## src/rtl/ckame_pkg.sv

```systemverilog
// ---------------------------------------------------------------------------
// ckame_pkg
// Shared types and constants of the color key alpha matte and erosion block.
// ---------------------------------------------------------------------------
package ckame_pkg;

  localparam int MAX_WIDTH_DEF  = 2048;
  localparam int MASK_COUNT_DEF = 5;
  localparam int MASK_SLOTS     = 5;
  localparam int MAX_HEIGHT     = 4096;
  localparam int ROW_W          = 12;
  localparam int PERCENT_MAX    = 100;
  localparam int RECIP_100      = 5243;
  localparam int RECIP_SHIFT    = 19;
  localparam int NO_MASK_DIFF   = 256;
  localparam int IN_DATA_W      = 160;
  localparam int OUT_DATA_W     = 32;
  localparam int CFG_DATA_W     = 13;
  localparam int CFG_IDX_W      = 3;

  typedef enum logic [CFG_IDX_W-1:0] {
    REG_DIFF_LOW  = 3'd0,
    REG_DIFF_HIGH = 3'd1,
    REG_SHRINK    = 3'd2,
    REG_WIDTH     = 3'd3,
    REG_HEIGHT    = 3'd4
  } cfg_reg_e;

  typedef enum logic {
    OP_PIXEL = 1'b0,
    OP_FLUSH = 1'b1
  } op_e;

  typedef enum logic [3:0] {
    ST_IDLE,
    ST_DIFF,
    ST_MUL,
    ST_DIV,
    ST_DIVWAIT,
    ST_PLAN,
    ST_RADDR,
    ST_RDATA,
    ST_BL1,
    ST_BL2,
    ST_COMMIT
  } state_e;

  typedef struct packed {
    logic       start;
    logic [15:0] num;
    logic [7:0] den;
  } div_req_t;

endpackage

```

## src/rtl/ckame_merge.sv

```systemverilog
// ---------------------------------------------------------------------------
// ckame_merge
// Minimum of the lane differences over the valid masks.
// ---------------------------------------------------------------------------
module ckame_merge #(
  parameter int MASK_COUNT = ckame_pkg::MASK_COUNT_DEF
) (
  input  logic [7:0]            dk_i [MASK_COUNT],
  input  logic [MASK_COUNT-1:0] en_i,
  output logic [8:0]            dmin_o
);
  import ckame_pkg::*;

  always_comb begin
    dmin_o = 9'(NO_MASK_DIFF);
    for (int k = 0; k < MASK_COUNT; k++) begin
      if (en_i[k] && ({1'b0, dk_i[k]} < dmin_o)) dmin_o = {1'b0, dk_i[k]};
    end
  end

endmodule

```

## config.mk

```make
export PLATFORM = sky130hd
export DESIGN_NAME = ckame_merge
export DESIGN_NICKNAME = d
export VERILOG_FILES = /design/src/rtl/ckame_pkg.sv /design/src/rtl/ckame_merge.sv
export SDC_FILE = /design/constraint.sdc
export NUM_CORES = 1
export LEC_CHECK = 0
export CAP_MARGIN = 10
export CELL_PAD_IN_SITES_DETAIL_PLACEMENT = 0
export CELL_PAD_IN_SITES_GLOBAL_PLACEMENT = 1
export CORE_MARGIN = 4
export CORE_UTILIZATION = 43
export DETAILED_ROUTE_END_ITERATION = 7
export DONT_BUFFER_PORTS = 1
export GPL_ROUTABILITY_DRIVEN = 0
export PLACE_DENSITY = 0.89
export SETUP_SLACK_MARGIN = 0.4
export SLEW_MARGIN = 20
export SYNTH_ARGS = -nofsm -noshare
export SYNTH_HDL_FRONTEND = slang
export SYNTH_SLANG_ARGS = --single-unit
```

## constraint.sdc

```tcl
create_clock -name vclk -period 9.6
set_input_delay 1.44 -clock vclk [all_inputs]
set_output_delay 1.44 -clock vclk [all_outputs]
set_load 0.005 [all_outputs]
```

==> impl_metrics.json <==
{
  "crit_required_ns": 8.16,
  "via_per_inst": 6.38,
  "min_to": "dmin_o[8]",
  "cts_hold_buf": 0,
  "intPower_w": 0.000103,
  "start_kind": "input pin",
  "final-hold-violation-count": 0,
  "yosys.cell_types.count": 40,
  "final_common_cell": "buf_4",
  "die_h_um": 62.6,
  "post-route-period-util": 0.941,
  "fp.dieW_um": 62.6,
  "seq_power_share": 0,
  "track_usage": 0.189,
  "nFillCells": 218,
  "synth_top_cell_by_area": "ha_1",
  "setup_viol_count_final": 0,
  "min-delay-start": "en_i[4]",
  "syn_nets": 246,
  "clkPwrFrac": 0,
  "max_freq_mhz": 111,
  "wl_um": 4300,
  "min_path_type": "in -> out",
  "synthTopCellsByArea": "ha_1 (24%), mux2i_1 (11%), inv_1 (6.7%)",
  "hpwl_um": 2980,
  "netlist.area_leader.share": 0.244,
  "slowest_delay_ns": 0.34,
  "antenna_found_initial": 0,
  "final_nets": 268,
  "design_area_sq_mm": 0.00192,
  "whs_ns": 2.91,
  "io_pins": 54,
  "drtIter0Drc": 42,
  "critPathArrivalTime_ns": 7.59,
  "grt_max_degree": 16,
  "regArea_sq_um": 0,
  "p_comb_frac": 1.000,
  "leakagePower_nw": 0.813,
  "final_util": 0.684,
  "clockBufferCount": 0,
  "grt_pass1_vias": 1471,
  "ant_nets": 0,
  "vias": 1449,
  "synth_warnings": 0,
  "timing.slew.headroom": 0.613,
  "area_growth_pct": 49.8,
  "drv_slew": 0,
  "run_status": "finished, final reports clean",
  "p_per_area_mw_per_mm2": 101,
  "setup_slack_ns": 0.571,
  "p_switching_w": 0.0000912,
  "core_sq_mm": 0.00281,
  "cp.buffers_inverters": 5,
  "peakVddDrop_mv": 0.0701,
  "grt_pass1_wl_um": 6420,
  "final_cell_mix": "buf_4 (21), inv_1 (20), nand2_1 (19)",
  "cpLargestDelayFamily": "compound AO/OA/AOI/OAI gates",
  "whs_path_depth": 1,
  "dieArea_sq_mm": 0.00392,
  "postSynthAreaPerCell_sq_um": 7.28,
  "rsz0062_at_grt": "false",
  "routedWlPerCell_um": 18.9,
  "placed_area_sq_mm": 0.00139,
  "grt-ovfl-total": 0,
  "switching_share": 0.470,
  "pre_cts_slack_ns": -0.0441,
  "seq_cells": 0,
  "drive_gt1_frac": 0.454,
  "power.total_w": 0.000194,
  "period_needed_ns": 9.03,
  "cap_viol_max_count": 0,
  "worstSetupPathType": "in -> out",
  "syn_inst": 176,
  "antenna_cells": 0,
  "endpoint_kind": "output pin",
  "worst_pin_slew_ns": 0.565,
  "buffer_ports.inserted": 0,
  "drc": 0,
  "seq_area_frac_synth": 0,
  "critPathMaxFanout": 7,
  "fp-row-count": 19,
  "slowest_stage": "mux2_4",
  "initial_core_util": 0.457,
  "drtPass1Iterations": 4,
  "syn_area_sq_mm": 0.00128
}
power by group through the flow:
stage	clock network, W	logic (W)	registers, W
global route	0	0.000211	0
global placement	0	0.000111	0
detailed placement	0	0.000117	0
finish	0	0.000194	0
CTS	0	0.000146	0
floorplan	0	0.0000980	0
repair_timing:
action,4_1_cts,5_1_grt
cloned,0,0
buffers inserted,12,8
pin swaps,12,21
gates resized for setup,23,51
setup endpoints to repair,7,8
cell usage after synthesis (all sizes together) (2+ instances only):
cell type,n
and3,3
nand2b,2
nor3b,2
o21a,4
o211ai,4
nand2,23
nor2,8
o221ai,4
mux2i,14
a211oi,2
o21ai,15
and3b,2
a21oi,9
o2111ai,2
ha,25
a21o,6
nand4,3
buf,3
mux2,8
inv,23
cells by family (layout without fill, tap and decap cells):
group           after synthesis  after routing  synth area share
compound gates               54             54             0.309
simple gates                 47             47             0.175
buf+inv                      27             47            0.0859
fa+ha+maj                    25             25             0.244
mux                          22             22             0.180
xor+xnor                      1              1           0.00684
metal layers:
metal	GRT usage	part of all wire	wire (um)	vias up
met3	0.0468	0.075	324	14
li1	-	-	-	694
met4	0.0386	0.023	97	0
met5	0	0	0	-
met1	0.203	0.36	1560	685
met2	0.368	0.54	2320	56
final cells by class:
cell class         instances  area, sq um  share of cell area
well taps                 31         38.8              0.0202
multi-input cells        149         1590               0.829
repair buffers            24          200               0.104
inverters                 23         88.8              0.0463
how the worst max path moves through the flow:
stage / from / end / slack (ns) / depth (start not counted)
after floorplan: en_i[0] / dmin_o[1] / 0.42 / 36
after global placement: dk_i[34] / dmin_o[7] / 0.18 / 34
after detailed placement: dk_i[34] / dmin_o[1] / -0.04 / 34
after CTS: dk_i[34] / dmin_o[4] / 0.40 / 34
after global routing: dk_i[37] / dmin_o[7] / 0.26 / 38
final: dk_i[34] / dmin_o[3] / 0.57 / 36
metrics by stage:
step | TNS (ns) | cells
5_1_grt | 0 | 227
4_1_cts | 0 | 219
3_5_place_dp | -0.171 | 207
6_report | 0 | 227
3_3_place_gp | 0 | 207
2_1_floorplan | 0 | 176
Power figures use the tool's default switching activity.
