File: config.mk
export PLATFORM = sky130hd
export DESIGN_NAME = ckame_lane
export DESIGN_NICKNAME = d
export VERILOG_FILES = /design/src/rtl/ckame_pkg.sv /design/src/rtl/ckame_lane.sv
export SDC_FILE = /design/constraint.sdc
export NUM_CORES = 1
export LEC_CHECK = 0
export BUFFER_PORTS_ARGS = -buffer_cell sky130_fd_sc_hd__buf_2
export CORE_ASPECT_RATIO = 0.7
export CORE_MARGIN = 4
export CORE_UTILIZATION = 45
export DETAILED_ROUTE_END_ITERATION = 10
export PLACE_DENSITY = 0.7
export SLEW_MARGIN = 15
export SYNTH_ARGS = -nofsm -noshare
export SYNTH_HDL_FRONTEND = slang
export SYNTH_SLANG_ARGS = --single-unit
export TNS_END_PERCENT = 1
File: constraint.sdc
create_clock -name vclk -period 6.7
set_clock_uncertainty 0.15 [all_clocks]
set_input_delay 0.67 -clock vclk [all_inputs]
set_output_delay 0.67 -clock vclk [all_outputs]
set_load 0.005 [all_outputs]
File: src/rtl/ckame_pkg.sv
// ---------------------------------------------------------------------------
// ckame_pkg
// Shared types and constants of the color key alpha matte and erosion block.
// ---------------------------------------------------------------------------
package ckame_pkg;

  localparam int MAX_WIDTH_DEF  = 2048;
  localparam int MASK_COUNT_DEF = 5;
  localparam int MASK_SLOTS     = 5;
  localparam int MAX_HEIGHT     = 4096;
  localparam int ROW_W          = 12;
  localparam int PERCENT_MAX    = 100;
  localparam int RECIP_100      = 5243;
  localparam int RECIP_SHIFT    = 19;
  localparam int NO_MASK_DIFF   = 256;
  localparam int IN_DATA_W      = 160;
  localparam int OUT_DATA_W     = 32;
  localparam int CFG_DATA_W     = 13;
  localparam int CFG_IDX_W      = 3;

  typedef enum logic [CFG_IDX_W-1:0] {
    REG_DIFF_LOW  = 3'd0,
    REG_DIFF_HIGH = 3'd1,
    REG_SHRINK    = 3'd2,
    REG_WIDTH     = 3'd3,
    REG_HEIGHT    = 3'd4
  } cfg_reg_e;

  typedef enum logic {
    OP_PIXEL = 1'b0,
    OP_FLUSH = 1'b1
  } op_e;

  typedef enum logic [3:0] {
    ST_IDLE,
    ST_DIFF,
    ST_MUL,
    ST_DIV,
    ST_DIVWAIT,
    ST_PLAN,
    ST_RADDR,
    ST_RDATA,
    ST_BL1,
    ST_BL2,
    ST_COMMIT
  } state_e;

  typedef struct packed {
    logic       start;
    logic [15:0] num;
    logic [7:0] den;
  } div_req_t;

endpackage

File: src/rtl/ckame_lane.sv
// ---------------------------------------------------------------------------
// ckame_lane
// One mask lane: largest absolute channel difference between source and mask.
// ---------------------------------------------------------------------------
module ckame_lane (
  input  logic [23:0] src_rgb_i,
  input  logic [23:0] mask_rgb_i,
  output logic [7:0]  dk_o
);
  import ckame_pkg::*;

  logic [7:0] d [3];

  always_comb begin
    for (int ch = 0; ch < 3; ch++) begin
      if (src_rgb_i[8*ch +: 8] > mask_rgb_i[8*ch +: 8]) begin
        d[ch] = src_rgb_i[8*ch +: 8] - mask_rgb_i[8*ch +: 8];
      end else begin
        d[ch] = mask_rgb_i[8*ch +: 8] - src_rgb_i[8*ch +: 8];
      end
    end
    dk_o = d[0];
    if (d[1] > dk_o) dk_o = d[1];
    if (d[2] > dk_o) dk_o = d[2];
  end

endmodule

==> results.md, run 1 <==
- Status: completed
- Crit path buf inv count: 9
- Total track usage: 18.0%
- GPL Wtd Cong: 0.953
- Final net count: 603
- Vias in the first global route: 2,699
- Final setup fails: 0
- Top cell type by total area after synthesis: ha_1
- Register area: 0 sq um
- # port buffers: 56
- Critical Path Fanout Max: 8
- Slew HR: 62.1%
- Peak supply drop: 0.144 mV
- Max-slew violations: 0
- Layout cells sized above 1: 34.1%
- Crit Path Category: input port to output pin
- Combinational fraction of design power: 100.0%
- P&R area growth vs syn: 34.6%
- Synth Area per Inst: 7.41 sq um
- Critical path's largest stage delay: 370 ps
- Yosys warning count: 0
- Post-Layout Cell Count: 565
- Switching power of the nets: 0.000404 W
- Multi-input logic area: 2910 sq um
- Sink of the worst hold path: dk_o[0]
- Slowest CP cell: ha_1
- Final-layout fill cell count: 572
- Post-Syn Nets: 510
- Starting density of the core: 46.8%
- Sw Share: 47.8%
- Power Density: 214 nW/um^2
- Post-DRT Antenna Nets: 0
- Power Total: 0.000846 W
- Worst Hold Class: input port to output pin
- Clock power frac: 0%
- Period utilization: 99.0%
- Total of max-cap violations: 0
- Cell count after synthesis: 396
- Core area: 6280 sq um
- Most common cell after layout, fill and taps aside: inv_1
- Die Width: 105 um
- Number of core rows: 24
- Die H: 75.6 um
- DR vias/cell: 5.66
- Crit path arrival time: 5810 ps
- Internal: 0.000441 W
- Worst Setup Start Kind: input port
- Reg power frac: 0%
- Largest net degree at the start of global routing: 10
- Total detailed-routing wirelength: 8660 um
- Register area share after synthesis: 0%
- Crit-path leading delay family: compound AO/OA/AOI/OAI gates
- Hpwl dp: 6700 um
- Final hold viol count: 0
- LEAKAGE: 2.07 nW
- Final min period: 6630 ps
- Initial antenna violation count: 0
- Synth cell types: 59
- FFs & Latches: 0
- Global route overflow: 0
- Most frequent cells in the layout: inv_1, buf_2, ha_1, buf_4, a21oi_1
- Hold Path Origin: mask_rgb_i[16]
- CP required: 5880 ps
- CLK BUF: 0
- WL/cell: 15.3 um
- Hold Crit Depth: 5
- Die ar.: 7900 sq um
- Vias: 3,200
- Mapped Area: 2930 sq um
- CTS Hold Buffers Added: 0
- Initial DRT Pass Iterations: 5
- Placed cells: 551
- Max Freq: 151 MHz
- DRC violations left: 0
- Post-route setup TNS: 0 ps
- First-pass GRT wire length: 12,200 um
- Synth top area share: 25.6%
- Crit end category: output pin
- Worst-margin pin slew: 565 ps
- Crit-path most repeated cell: inv_1
- IO Count: 56
- Area contributors post-synth: ha_1, inv_1, mux2i_1
- Antenna fix cells: 0
- Iter 0 DRT Violations: 240
==> cells by family after synthesis <==
| kind of cell | share of synthesized area [%] |
|---|---|
| buf+inv | 12.7 |
| simple gates | 15.2 |
| fa+ha+maj | 29.7 |
| compound gates | 26.4 |
| xor+xnor | 4.18 |
| mux | 11.8 |
==> cell type report <==
cell class,instances,share of cell area [%]
inverters,82,7.79
repair buffers,100,16.1
multi-input cells,305,73.6
well taps,78,2.47
==> synth_stat cells, types with 4 or more instances <==
cell	instances
inv_1	82
ha_1	60
mux2i_1	23
a21oi_1	22
o21ai_0	18
nand2_1	16
a21o_1	14
nor2_1	11
nand3_1	10
xnor2_1	10
nand4_1	8
o211ai_1	8
a221oi_1	7
mux2_2	7
fa_1	6
a211oi_1	5
and2_1	5
nor3_1	5
and4_1	4
buf_2	4
o21a_1	4
xor2_1	4
==> timing repair <==
action / CTS / global route
cloned: 0 / 1
setup buffers: 3 / 10
gates resized for setup: 3 / 68
pin swaps: 0 / 22
setup endpoints to repair: 8 / 8
==> how the worst max path moves through the flow <==
stage                   from  endpoint  depth (start not counted)
2_1_floorplan  src_rgb_i[13]   dk_o[0]                         28
3_3_place_gp    src_rgb_i[5]   dk_o[6]                         28
3_5_place_dp    src_rgb_i[0]   dk_o[6]                         30
4_1_cts         src_rgb_i[0]   dk_o[7]                         31
5_1_grt         src_rgb_i[5]   dk_o[7]                         28
6_report        src_rgb_i[4]   dk_o[7]                         28
==> through the flow <==
stage               hold WS, ps  cell area [sq um]  setup WS (ps)  utilization [%]
global route               1900               3950           -134             62.9
finish                     1840               3950           69.8             62.9
global placement           1820               3480          -43.5             55.4
CTS                        1860               3510           15.1             55.9
detailed placement         1850               3480           -327             55.4
floorplan                  1570               2930            291                -
==> layer usage <==
layer / up-vias / part of all wire [%] / GRT usage [%]
met3: 6 / 6.3 / 0.593
met1: 1479 / 46 / 27.3
li1: 1584 / - / -
met4: 0 / 0.36 / 0
met5: - / 0 / 0
met2: 131 / 47 / 30.5
==> power groups by stage <==
stage / clock network [W] / logic, W / registers [W]
3_3_place_gp: 0 / 0.000650 / 0
6_report: 0 / 0.000846 / 0
5_1_grt: 0 / 0.000914 / 0
3_5_place_dp: 0 / 0.000666 / 0
4_1_cts: 0 / 0.000704 / 0
2_1_floorplan: 0 / 0.000477 / 0
(Power assumes the default switching activity.)
==> inputs of run 2 (changes only) <==
--- a/config.mk
+++ b/config.mk
@@ -13,2 +13,3 @@
 export PLACE_DENSITY = 0.7
+export RECOVER_POWER = 50
 export SLEW_MARGIN = 15
--- a/constraint.sdc
+++ b/constraint.sdc
@@ -4,2 +4,2 @@
 set_output_delay 0.67 -clock vclk [all_outputs]
-set_load 0.005 [all_outputs]
+set_load 0.02 [all_outputs]
==> run 2 against run 1 <==
Compared with the run above: first-iteration DRC count fell by 31%; non-clock buffer count rose by 12; fmax fell by 0.90%; utilization rose by 3.5 points; critical path type unchanged; count of clock-buffer cells in the layout did not move; critical endpoint unchanged; sequential cell count stayed put; cell count up 1.9%; global-route usage up 1.2 points.
==> results.md, run 2 (synthesized netlist as in run 1, its figures left out) <==
- Final setup margin: 9.39 ps (was 69.8 ps)
- RSZ-0062 raised after global routing: true
- DRC violations left: 0 (unchanged)
- Die ar.: 7900 sq um (unchanged)
- Iter 0 DRT Violations: 166 (was 240)
- Initial DRT Pass Iterations: 5 (unchanged)
- Critical path's largest stage delay: 340 ps (was 370 ps)
- Post-route cell area: 4170 sq um (was 3950 sq um)
- Peak supply drop: 0.166 mV (was 0.144 mV)
- CP endpoint: dk_o[7] (unchanged)
- Placed inst area: 3530 sq um (was 3480 sq um)
- Crit path arrival time: 5870 ps (was 5810 ps)
- Max-slew violations: 0 (unchanged)
- Most common cell after layout, fill and taps aside: inv_1 (unchanged)
- Initial antenna violation count: 0 (unchanged)
- P&R area growth vs syn: 42.0% (was 34.6%)
- Crit end category: output pin (unchanged)
- Power Total: 0.00106 W (was 0.000846 W)
- # port buffers: 56 (unchanged)
- Die Width: 105 um (unchanged)
- Antenna fix cells: 0 (unchanged)
- Most frequent cells in the layout: inv_1, ha_1, buf_4, buf_2 (was inv_1, buf_2, ha_1, buf_4, a21oi_1)
- Layout cells sized above 1: 37.3% (was 34.1%)
- DR vias/cell: 5.60 (was 5.66)
- Setup crit start: src_rgb_i[4] (unchanged)
- Slew HR: 65.0% (was 62.1%)
- Hpwl dp: 6810 um (was 6700 um)
- Crit Path Category: input port to output pin (unchanged)
- CP required: 5880 ps (about the same)
- Worst Setup Start Kind: input port (unchanged)
- Total detailed-routing wirelength: 8830 um (was 8660 um)
- LEAKAGE: 2.15 nW (was 2.07 nW)
- Slowest CP cell: mux2_4 (was ha_1)
- Total track usage: 19.2% (was 18.0%)
- Final setup fails: 0 (unchanged)
- WL/cell: 15.3 um (about the same)
- Global route overflow: 0 (unchanged)
- Max Freq: 149 MHz (was 151 MHz)
- Critical Path Fanout Max: 5 (was 8)
- IO Count: 56 (unchanged)
- Starting density of the core: 46.8% (unchanged)
- CTS Hold Buffers Added: 0 (unchanged)
- Register area: 0 sq um (unchanged)
- Vias in the first global route: 2,905 (was 2,699)
- Power Density: 253 nW/um^2 (was 214 nW/um^2)
- Core area: 6280 sq um (unchanged)
- FFs & Latches: 0 (unchanged)
- Status: completed (unchanged)
- CLK BUF: 0 (unchanged)
- Post-DRT Antenna Nets: 0 (unchanged)
- Number of core rows: 24 (unchanged)
- Die H: 75.6 um (unchanged)
- Largest net degree at the start of global routing: 9 (was 10)
- GPL Wtd Cong: 0.911 (was 0.953)
- Final net count: 614 (was 603)
- Total of max-cap violations: 0 (unchanged)
- Final hold viol count: 0 (unchanged)
- Vias: 3,223 (was 3,200)
- Final min period: 6690 ps (was 6630 ps)
- Pre-CTS WS: -340 ps (was -327 ps)
- Worst-margin pin slew: 522 ps (was 565 ps)
- Period utilization: 99.9% (was 99.0%)
- Post-route setup TNS: 0 ps (unchanged)
- First-pass GRT wire length: 13,100 um (was 12,200 um)
- Worst Hold Class: input port to output pin (unchanged)
[run 2: routing by layer]
metal	wire (um)	vias to the layer above	track usage (%)	part of all wire [%]
li1	-	1614	-	-
met1	4150	1466	28.5	47
met2	4000	137	32.8	45
met3	627	6	1.02	7.1
met4	55	0	1.03	0.62
met5	0	-	0	0
[run 2: where the power goes]
part / leakage (nW) / internal [W] / switching [W] / total (W)
clock network: 0 / 0 / 0 / 0
registers: 0 / 0 / 0 / 0
logic: 2.15 / 0.000559 / 0.000498 / 0.00106
[run 2: critical path: cells and delay by family]
| kind | cells | cell delay, ps |
|---|---|---|
| AOI/OAI and AO/OA | 14 | 2440 |
| muxes | 3 | 780 |
| buffers and inverters | 7 | 770 |
| adders and majority gates | 3 | 710 |
| and+or+nand+nor | 4 | 510 |
[run 2: worst min path at each step]
stage	start	endpoint	depth (start not counted)
floorplan	mask_rgb_i[17]	dk_o[1]	3
global placement	mask_rgb_i[16]	dk_o[0]	5
detailed placement	mask_rgb_i[16]	dk_o[0]	5
CTS	mask_rgb_i[16]	dk_o[0]	5
global route	mask_rgb_i[16]	dk_o[0]	5
finish	mask_rgb_i[16]	dk_o[0]	5
[run 2: area by class of cell]
type / instances / area [sq um]
fill: 525 / 2110
inverter: 82 / 310
multi-input combinational: 304 / 2950
tap: 78 / 97.6
timing repair buffer: 112 / 811
[run 2: through the flow]
step / util, % / cells / hold WS, ps
floorplan: - / 396 / 1650
global placement: 56.2 / 556 / 1880
CTS: 57.0 / 559 / 1910
detailed placement: 56.2 / 556 / 1900
finish: 66.4 / 576 / 1860
global route: 66.4 / 576 / 1900
[run 2: what timing repair did]
action,in CTS,in global routing
pin swaps,1,34
buffers inserted,3,18
resized for setup,7,95
endpoints found under the setup margin,8,8
