===== config.mk =====
export PLATFORM = sky130hd
export DESIGN_NAME = ckame_div
export DESIGN_NICKNAME = d
export VERILOG_FILES = /design/src/rtl/ckame_pkg.sv /design/src/rtl/ckame_div.sv
export SDC_FILE = /design/constraint.sdc
export NUM_CORES = 1
export LEC_CHECK = 0
export ABC_AREA = 1
export BUFFER_PORTS_ARGS = -buffer_cell sky130_fd_sc_hd__buf_2
export CORE_MARGIN = 3
export CORE_UTILIZATION = 59
export CTS_BUF_LIST = sky130_fd_sc_hd__clkbuf_16
export CTS_CLUSTER_DIAMETER = 120
export CTS_CLUSTER_SIZE = 12
export DETAILED_ROUTE_END_ITERATION = 8
export PLACE_DENSITY_LB_ADDON = 0.2
export SLEW_MARGIN = 0
export SYNTH_ARGS = -nofsm -noshare
export SYNTH_HDL_FRONTEND = slang
export SYNTH_SLANG_ARGS = --single-unit

===== constraint.sdc =====
create_clock -name clk_i -period 3.4 [get_ports clk_i]
set_input_delay 0.51 -clock clk_i [delete_from_list [all_inputs] [get_ports clk_i]]
set_output_delay 0.51 -clock clk_i [all_outputs]
set_load 0.01 [all_outputs]

===== src/rtl/ckame_pkg.sv =====
// ---------------------------------------------------------------------------
// ckame_pkg
// Shared types and constants of the color key alpha matte and erosion block.
// ---------------------------------------------------------------------------
package ckame_pkg;

  localparam int MAX_WIDTH_DEF  = 2048;
  localparam int MASK_COUNT_DEF = 5;
  localparam int MASK_SLOTS     = 5;
  localparam int MAX_HEIGHT     = 4096;
  localparam int ROW_W          = 12;
  localparam int PERCENT_MAX    = 100;
  localparam int RECIP_100      = 5243;
  localparam int RECIP_SHIFT    = 19;
  localparam int NO_MASK_DIFF   = 256;
  localparam int IN_DATA_W      = 160;
  localparam int OUT_DATA_W     = 32;
  localparam int CFG_DATA_W     = 13;
  localparam int CFG_IDX_W      = 3;

  typedef enum logic [CFG_IDX_W-1:0] {
    REG_DIFF_LOW  = 3'd0,
    REG_DIFF_HIGH = 3'd1,
    REG_SHRINK    = 3'd2,
    REG_WIDTH     = 3'd3,
    REG_HEIGHT    = 3'd4
  } cfg_reg_e;

  typedef enum logic {
    OP_PIXEL = 1'b0,
    OP_FLUSH = 1'b1
  } op_e;

  typedef enum logic [3:0] {
    ST_IDLE,
    ST_DIFF,
    ST_MUL,
    ST_DIV,
    ST_DIVWAIT,
    ST_PLAN,
    ST_RADDR,
    ST_RDATA,
    ST_BL1,
    ST_BL2,
    ST_COMMIT
  } state_e;

  typedef struct packed {
    logic       start;
    logic [15:0] num;
    logic [7:0] den;
  } div_req_t;

endpackage


===== src/rtl/ckame_div.sv =====
// ---------------------------------------------------------------------------
// ckame_div
// Restoring divider, one quotient bit per cycle, 16 bit by 8 bit.
// ---------------------------------------------------------------------------
module ckame_div (
  input  logic                 clk_i,
  input  logic                 rst_ni,
  input  ckame_pkg::div_req_t  req_i,
  output logic                 done_o,
  output logic [7:0]           quo_o
);
  import ckame_pkg::*;

  logic [4:0]  cnt_q, cnt_d;
  logic        busy_q, busy_d, done_q, done_d;
  logic [7:0]  rem_q, rem_d, den_q, den_d;
  logic [15:0] num_q, num_d;
  logic [8:0]  sh;
  logic        ge;

  always_comb begin
    cnt_d  = cnt_q;
    busy_d = busy_q;
    done_d = 1'b0;
    rem_d  = rem_q;
    den_d  = den_q;
    num_d  = num_q;
    sh     = {rem_q, num_q[15]};
    ge     = sh >= {1'b0, den_q};
    if (req_i.start) begin
      cnt_d  = '0;
      busy_d = 1'b1;
      rem_d  = '0;
      den_d  = req_i.den;
      num_d  = req_i.num;
    end else if (busy_q) begin
      rem_d = ge ? 8'(sh - {1'b0, den_q}) : sh[7:0];
      num_d = {num_q[14:0], ge};
      cnt_d = cnt_q + 5'd1;
      if (cnt_q == 5'd15) begin
        busy_d = 1'b0;
        done_d = 1'b1;
      end
    end
  end

  always_ff @(posedge clk_i or negedge rst_ni) begin
    if (!rst_ni) begin
      cnt_q  <= '0;
      busy_q <= 1'b0;
      done_q <= 1'b0;
    end else begin
      cnt_q  <= cnt_d;
      busy_q <= busy_d;
      done_q <= done_d;
    end
  end

  always_ff @(posedge clk_i) begin
    rem_q <= rem_d;
    den_q <= den_d;
    num_q <= num_d;
  end

  assign done_o = done_q;
  assign quo_o  = num_q[7:0];

endmodule


==> results.toml, run 1 <==
[critical_path]
worstPathArrival_ns = 1.73
cp_data_required_time_ns = 3.32
critPathSlowestCell = "nor2_1"
worstPathMaxFanout = 17
cp-end-kind = "flip-flop"
reg2reg_slack_ns = 1.60
worstPathCellList = "buf_2 -> nor2_1 -> inv_1"
worstSetupPathType = "primary input to flip-flop"
cp_slowest_stage_delay_ns = 0.52
worst_setup_path_start_kind = "primary input"

[run]
drv_cap = 0

[timing]
fin_skew_ns = 0.00522
setup_tns_ns = 0
hold_slack_ns = 0.0476
rsz0062_at_grt = "false"
drv_slew = 0
fmax_ghz = 0.553
tightest_slew_ns = 0.630
fin_crit_ns = 1.81
period_share_pct = 53.2
hold_violations = 0
setup_viol = 0
slew_headroom_pct = 57.8

[cts]
ctsResizeCount = 0
path_clk_slew_ns = 0.06
tritoncts = "done"
htreeDepth = 2
postCtsSetupBuffers = 0
cts-root-buf = "clkbuf_16"
clkLatencyLatePin_ns = 0.28
cts_buffers = 5
cts_hold_buf = 0
cts_buffer_depth = 2
cts.sinks = 39

[route]
drc_errors = 0
vias = 1672
drtIter0Drc = 137
drt_pass1_iterations = 4
antenna_left = 0
routed_wl_um = 4280
wl_per_cell_um = 12.8
vias_per_cell = 5.02

[yosys]
syn_inst = 256
synthFlopType = "edfxtp_1"
synth_edf_count = 24
ys_seq_area_share_pct = 49.0
synth-async-reset-ratio_pct = 17.9
synth_top_cell_area_share_pct = 33.4
syn-num-nets = 294
ys_warn_count = 0
synth.avg_cell_area_sq_um = 8.43
ys_types = 35
synth_commonest_cells = "99 x nand2_1, 30 x inv_1, 24 x edfxtp_1"
syn-cell-area_sq_um = 2160
yosysMostFrequentCell = "nand2_1"
yosys-top-cells-area = "edfxtp_1 33%, nand2_1 17%, dfrtp_1 8.1%"
synth.largest_area_cell = "edfxtp_1"
synth_seq_cells = 39

[global_routing]
grt_pass1_vias = 1516
globalRouteTotalUtil_pct = 21.5
grt_antenna_before_repair = 0
overflow = 0
grt_pass1_wl_um = 6870
grt_max_degree = 20

[floorplan]
ioPinCount = 36
dieArea_sq_um = 4420
die_h_um = 66.5
fp.coreArea_sq_um = 3420
start_util_pct = 63.2
fp-row-count = 21
fp.dieW_um = 66.5

[min_path]
hold_path_class = "primary input to async pin"

[placed_design]
hpwlAfterDp_um = 3080
gp_congestion = 0.822
io_buffers = 35

[pwr]
peakVddDrop_uv = 412
power_density_nw_per_um2 = 678
p_leak_uw = 0.00129

[cells_and_area]
syn_to_final_growth_pct = 14.7
drive_gt1_share_pct = 18.8
nets = 324
diodes = 0

[run_status]
status = "finished clean"
## area by class of cell
type	instances	area, sq um
Sequential cell	39	1060
Fill cell	281	942
Multi-Input combinational cell	171	890
Timing Repair Buffer	36	183
Clock buffer	5	125
Inverter	33	124
Tap cell	46	57.6
Clock inverter	3	38.8
## placed cells by master, fill, tap and decap left out, drive strengths merged, types with 3 or more instances in the layout
cell type	n
a21oi	5
buf	36
clkbuf	5
clkinv	3
dfrtp	7
dfxtp	8
edfxtp	24
ha	10
inv	32
nand2	101
nand3	17
nand3b	7
nand4	4
nor2	10
nor3	3
o21ai	3
## per-stage QoR
step,util (%),instances,total power (uW),instance area (sq um),setup slack [ns]
after detailed placement,67.6,325,1160,2310,1.27
after global routing,72.4,333,1790,2470,1.42
after floorplan,-,256,1070,2160,1.84
after CTS,72.4,333,1680,2470,1.57
after global placement,67.6,325,1150,2310,1.34
final,72.4,333,1680,2470,1.59
## registers in the layout, indices dropped and copies added, names as in the netlist
| register | flops |
|---|---|
| rem_q | 8 |
| done_o | 1 |
| num_q | 16 |
| den_q | 8 |
| cnt_q | 5 |
| busy_q | 1 |
## path summary, 6_finish.rpt
kind	from	to	cells past startpoint
setup reg to reg	busy_q	num_q[7]	2
setup / recovery	req_i[24]	num_q[7]	3
min in group clk_i	req_i[4]	den_q[4]	1
max in group asynchronous	rst_ni	cnt_q[2]	1
hold reg to reg	rem_q[4]	rem_q[4]	2
hold / removal	rst_ni	cnt_q[0]	1
## routing by layer
layer / up-vias / part of all wire (%) / GRT usage (%)
met5: - / 0 / 0
met4: 0 / 1.7 / 6.60
met3: 9 / 5.5 / 7.08
met2: 42 / 48 / 34.1
met1: 750 / 44 / 27.9
li1: 871 / - / -
## power breakdown
| part | internal, uW | total, uW | switching (uW) | leakage, uW |
|---|---|---|---|---|
| Sequential | 577 | 621 | 43.9 | 0.000410 |
| Clock | 342 | 513 | 172 | 0.0000812 |
| Combinational | 222 | 543 | 321 | 0.000798 |
| Total | 1140 | 1680 | 537 | 0.00129 |
## critical path: cells and delay by family
| family | cells | cell delay, ns |
|---|---|---|
| buffers and inverters | 2 | 0.68 |
| AND/OR/NAND/NOR | 1 | 0.52 |
## logic make-up (layout without fill, tap and decap cells)
kind of cell,Yosys count,in the layout,share of synthesized area [%]
buffers and inverters,46,77,9.80
AOI/OAI and AO/OA,12,12,3.36
DFF,39,39,49.0
xor gates and xnor gates,3,3,1.22
and+or+nand+nor,145,145,29.9
adders and majority gates,11,11,6.73
Power figures use the tool's default switching activity.
==> inputs of run 2 (changes only) <==
--- a/config.mk
+++ b/config.mk
@@ -5,10 +5,10 @@
 export SDC_FILE = /design/constraint.sdc
 export NUM_CORES = 1
 export LEC_CHECK = 0
-export ABC_AREA = 1
+export ABC_AREA = 0
 export BUFFER_PORTS_ARGS = -buffer_cell sky130_fd_sc_hd__buf_2
 export CORE_MARGIN = 3
-export CORE_UTILIZATION = 59
+export CORE_UTILIZATION = 55
 export CTS_BUF_LIST = sky130_fd_sc_hd__clkbuf_16
 export CTS_CLUSTER_DIAMETER = 120
 export CTS_CLUSTER_SIZE = 12
==> constraint.sdc (replaced) <==
create_clock -name clk_i -period 1.82 [get_ports clk_i]
set_input_delay 0.273 -clock clk_i [delete_from_list [all_inputs] [get_ports clk_i]]
set_output_delay 0.273 -clock clk_i [all_outputs]
set_load 0.01 [all_outputs]
==> results.toml, run 2 <==
[global_routing]
overflow = 0
grt_pass1_wl_um = 7120
globalRouteTotalUtil_pct = 21.9
grt_max_degree = 35
grt_pass1_vias = 1551
grt_antenna_before_repair = 0

[timing]
fin_skew_ns = 0.00308
setup_viol = 3
finalWorstSetupSlack_ns = -0.178
rsz0062_at_grt = "true"
drv_slew = 0
slew_headroom_pct = 53.2
fin_crit_ns = 2.00
hold_violations = 0
hold_slack_ns = 0.168
tightest_slew_ns = 0.701
period_share_pct = 110
fmax_ghz = 0.500

[critical_path]
cp_top_family = "simple AND/OR/NAND/NOR gates"
cp_slowest_stage_delay_ns = 0.42
cp-end-kind = "flip-flop"
worst_setup_path_start_kind = "flip-flop"
worstSetupPathType = "flip-flop to flip-flop"
worstPathMaxFanout = 2
worstPathCellList = "inv_2 -> ha_4 -> fa_2 -> and2b_2 -> o21ai_1 -> or3b_4 -> a31oi_4 -> o22ai_1"
critPathSlowestCell = "or3b_4"
cp_data_required_time_ns = 1.96
worstPathArrival_ns = 2.14
crit_buf_inv = 1

[yosys]
syn-num-nets = 214
yosysMostFrequentCell = "edfxtp_1"
synth_top_cell_area_share_pct = 35.0
yosys-top-cells-area = "edfxtp_1 35%, mux2_2 8.7%, dfrtp_1 8.5%"
syn-cell-area_sq_um = 2060
synth-async-reset-ratio_pct = 17.9
syn_inst = 176
synth_edf_count = 24
synth.avg_cell_area_sq_um = 11.7
ys_types = 42
synth.largest_area_cell = "edfxtp_1"
synth_commonest_cells = "24 x edfxtp_1, 17 x inv_1, 16 x mux2_2, 16 x nor2_1, 10 x ha_1"
synth_seq_cells = 39
ys_seq_area_share_pct = 51.2
synthFlopType = "edfxtp_1"
ys_warn_count = 0

[route]
wl_per_cell_um = 17.0
drt_pass1_iterations = 4
vias_per_cell = 5.42
drc_errors = 0
drtIter0Drc = 74
routed_wl_um = 4690
vias = 1495
antenna_left = 0

[floorplan]
ioPinCount = 36
fp.coreArea_sq_um = 3470
die_h_um = 67.2
start_util_pct = 59.5
fp.dieW_um = 67.2
fp-row-count = 21
dieArea_sq_um = 4520

[cells_and_area]
fin_cells = 276
syn_to_final_growth_pct = 31.4
regMostFlops = "num_q"
final_common_cell = "buf_2"
layout_common_cells = "35 x buf_2, 24 x edfxtp_1, 22 x buf_4"
drive_gt1_share_pct = 47.4
largest_reg_flops = 16
nets = 267
diodes = 0
top_regs = "num_q (16), den_q (8), rem_q (8)"

[placed_design]
dpl.cell_count = 260
hpwlAfterDp_um = 2900
io_buffers = 35
pre_cts_ws_ns = -0.130
gp_congestion = 0.820

[pwr]
power_density_nw_per_um2 = 1370
peakVddDrop_uv = 715
p_leak_uw = 0.00118

[run_status]
status = "finished, violations left"
violations = "negative setup slack"

[cts]
path_clk_slew_ns = 0.05
htreeDepth = 2
cts-root-buf = "clkbuf_16"
clkLatencyLatePin_ns = 0.28
cts_buffer_depth = 2
cts.sinks = 39
cts_buffers = 5
tritoncts = "done"

[min_path]
hold_path_class = "primary input to flip-flop"

[run]
drv_cap = 0
-- run 2: cell types whose count changed in the layout (fill, tap and decap cells not counted), sizes merged, moves of 3 or more --
cell,previous run,this run
nand2,101,8
mux2,0,17
mux2i,0,5
nand3b,7,0
buf,36,58
a21o,0,3
nand3,17,1
nor2,10,16
inv,32,19
clkinv,3,0
a211oi,0,6
nor2b,0,3
nand4,4,1
-- run 2: area by class of cell --
type                    instances  area (sq um)
multi-input cells             107          1010
repair buffers                 59           362
inverters                      17          63.8
flip-flops and latches         39          1060
well taps                      46          57.6
clock buffers                   5           125
fillers                       226           758
clock inverters                 3          37.5
-- run 2: layer usage --
| layer | global-route usage [%] | routed length (um) | vias up |
|---|---|---|---|
| li1 | - | - | 725 |
| met1 | 25.0 | 1870 | 734 |
| met2 | 37.4 | 2590 | 25 |
| met3 | 6.32 | 138 | 11 |
| met4 | 10.9 | 93 | 0 |
| met5 | 0 | 0 | - |
-- run 2: worst paths after layout --
kind / slack, ns / cells past startpoint / to / start
setup / recovery: -0.18 / 8 / rem_q[4] / num_q[15]
hold / removal: 0.17 / 1 / den_q[5] / req_i[5]
setup reg to reg: -0.18 / 8 / rem_q[4] / num_q[15]
hold reg to reg: 0.52 / 2 / rem_q[4] / rem_q[4]
max in group asynchronous: 1.31 / 2 / cnt_q[4] / rst_ni
min in group asynchronous: 0.36 / 2 / cnt_q[3] / rst_ni
-- run 2: timing repair --
item,in CTS,in global routing
endpoints found under the hold margin,7,0
resized for setup,10,16
setup buffers,4,3
setup endpoints to repair,7,8
pin swaps,4,7
hold buffers,1,0
-- run 2: cells by family after synthesis --
kind of cell | after synthesis | share of synthesized area [%]
xor gates and xnor gates | 6 | 2.55
muxes | 22 | 11.9
buffers and inverters | 30 | 7.34
adders and majority gates | 11 | 7.04
DFF | 39 | 51.2
and+or+nand+nor | 37 | 8.56
AOI/OAI and AO/OA | 31 | 11.4
-- run 2: where the power goes --
part	total (uW)	internal (uW)	leakage, uW	switching [uW]
sequential	1180	1090	0.000405	94.3
combinational	1570	807	0.000693	760
clock	957	636	0.0000864	321
-- run 2: through the flow --
stage,cell area (sq um),TNS [ns],util (%),power [uW]
2_1_floorplan,2070,-0.0178,-,1990
3_3_place_gp,2330,-0.183,67.3,2280
3_5_place_dp,2330,-0.363,67.3,2330
4_1_cts,2600,-0.0369,75.0,3450
5_1_grt,2710,-0.630,78.1,3880
6_report,2710,-0.293,78.1,3710
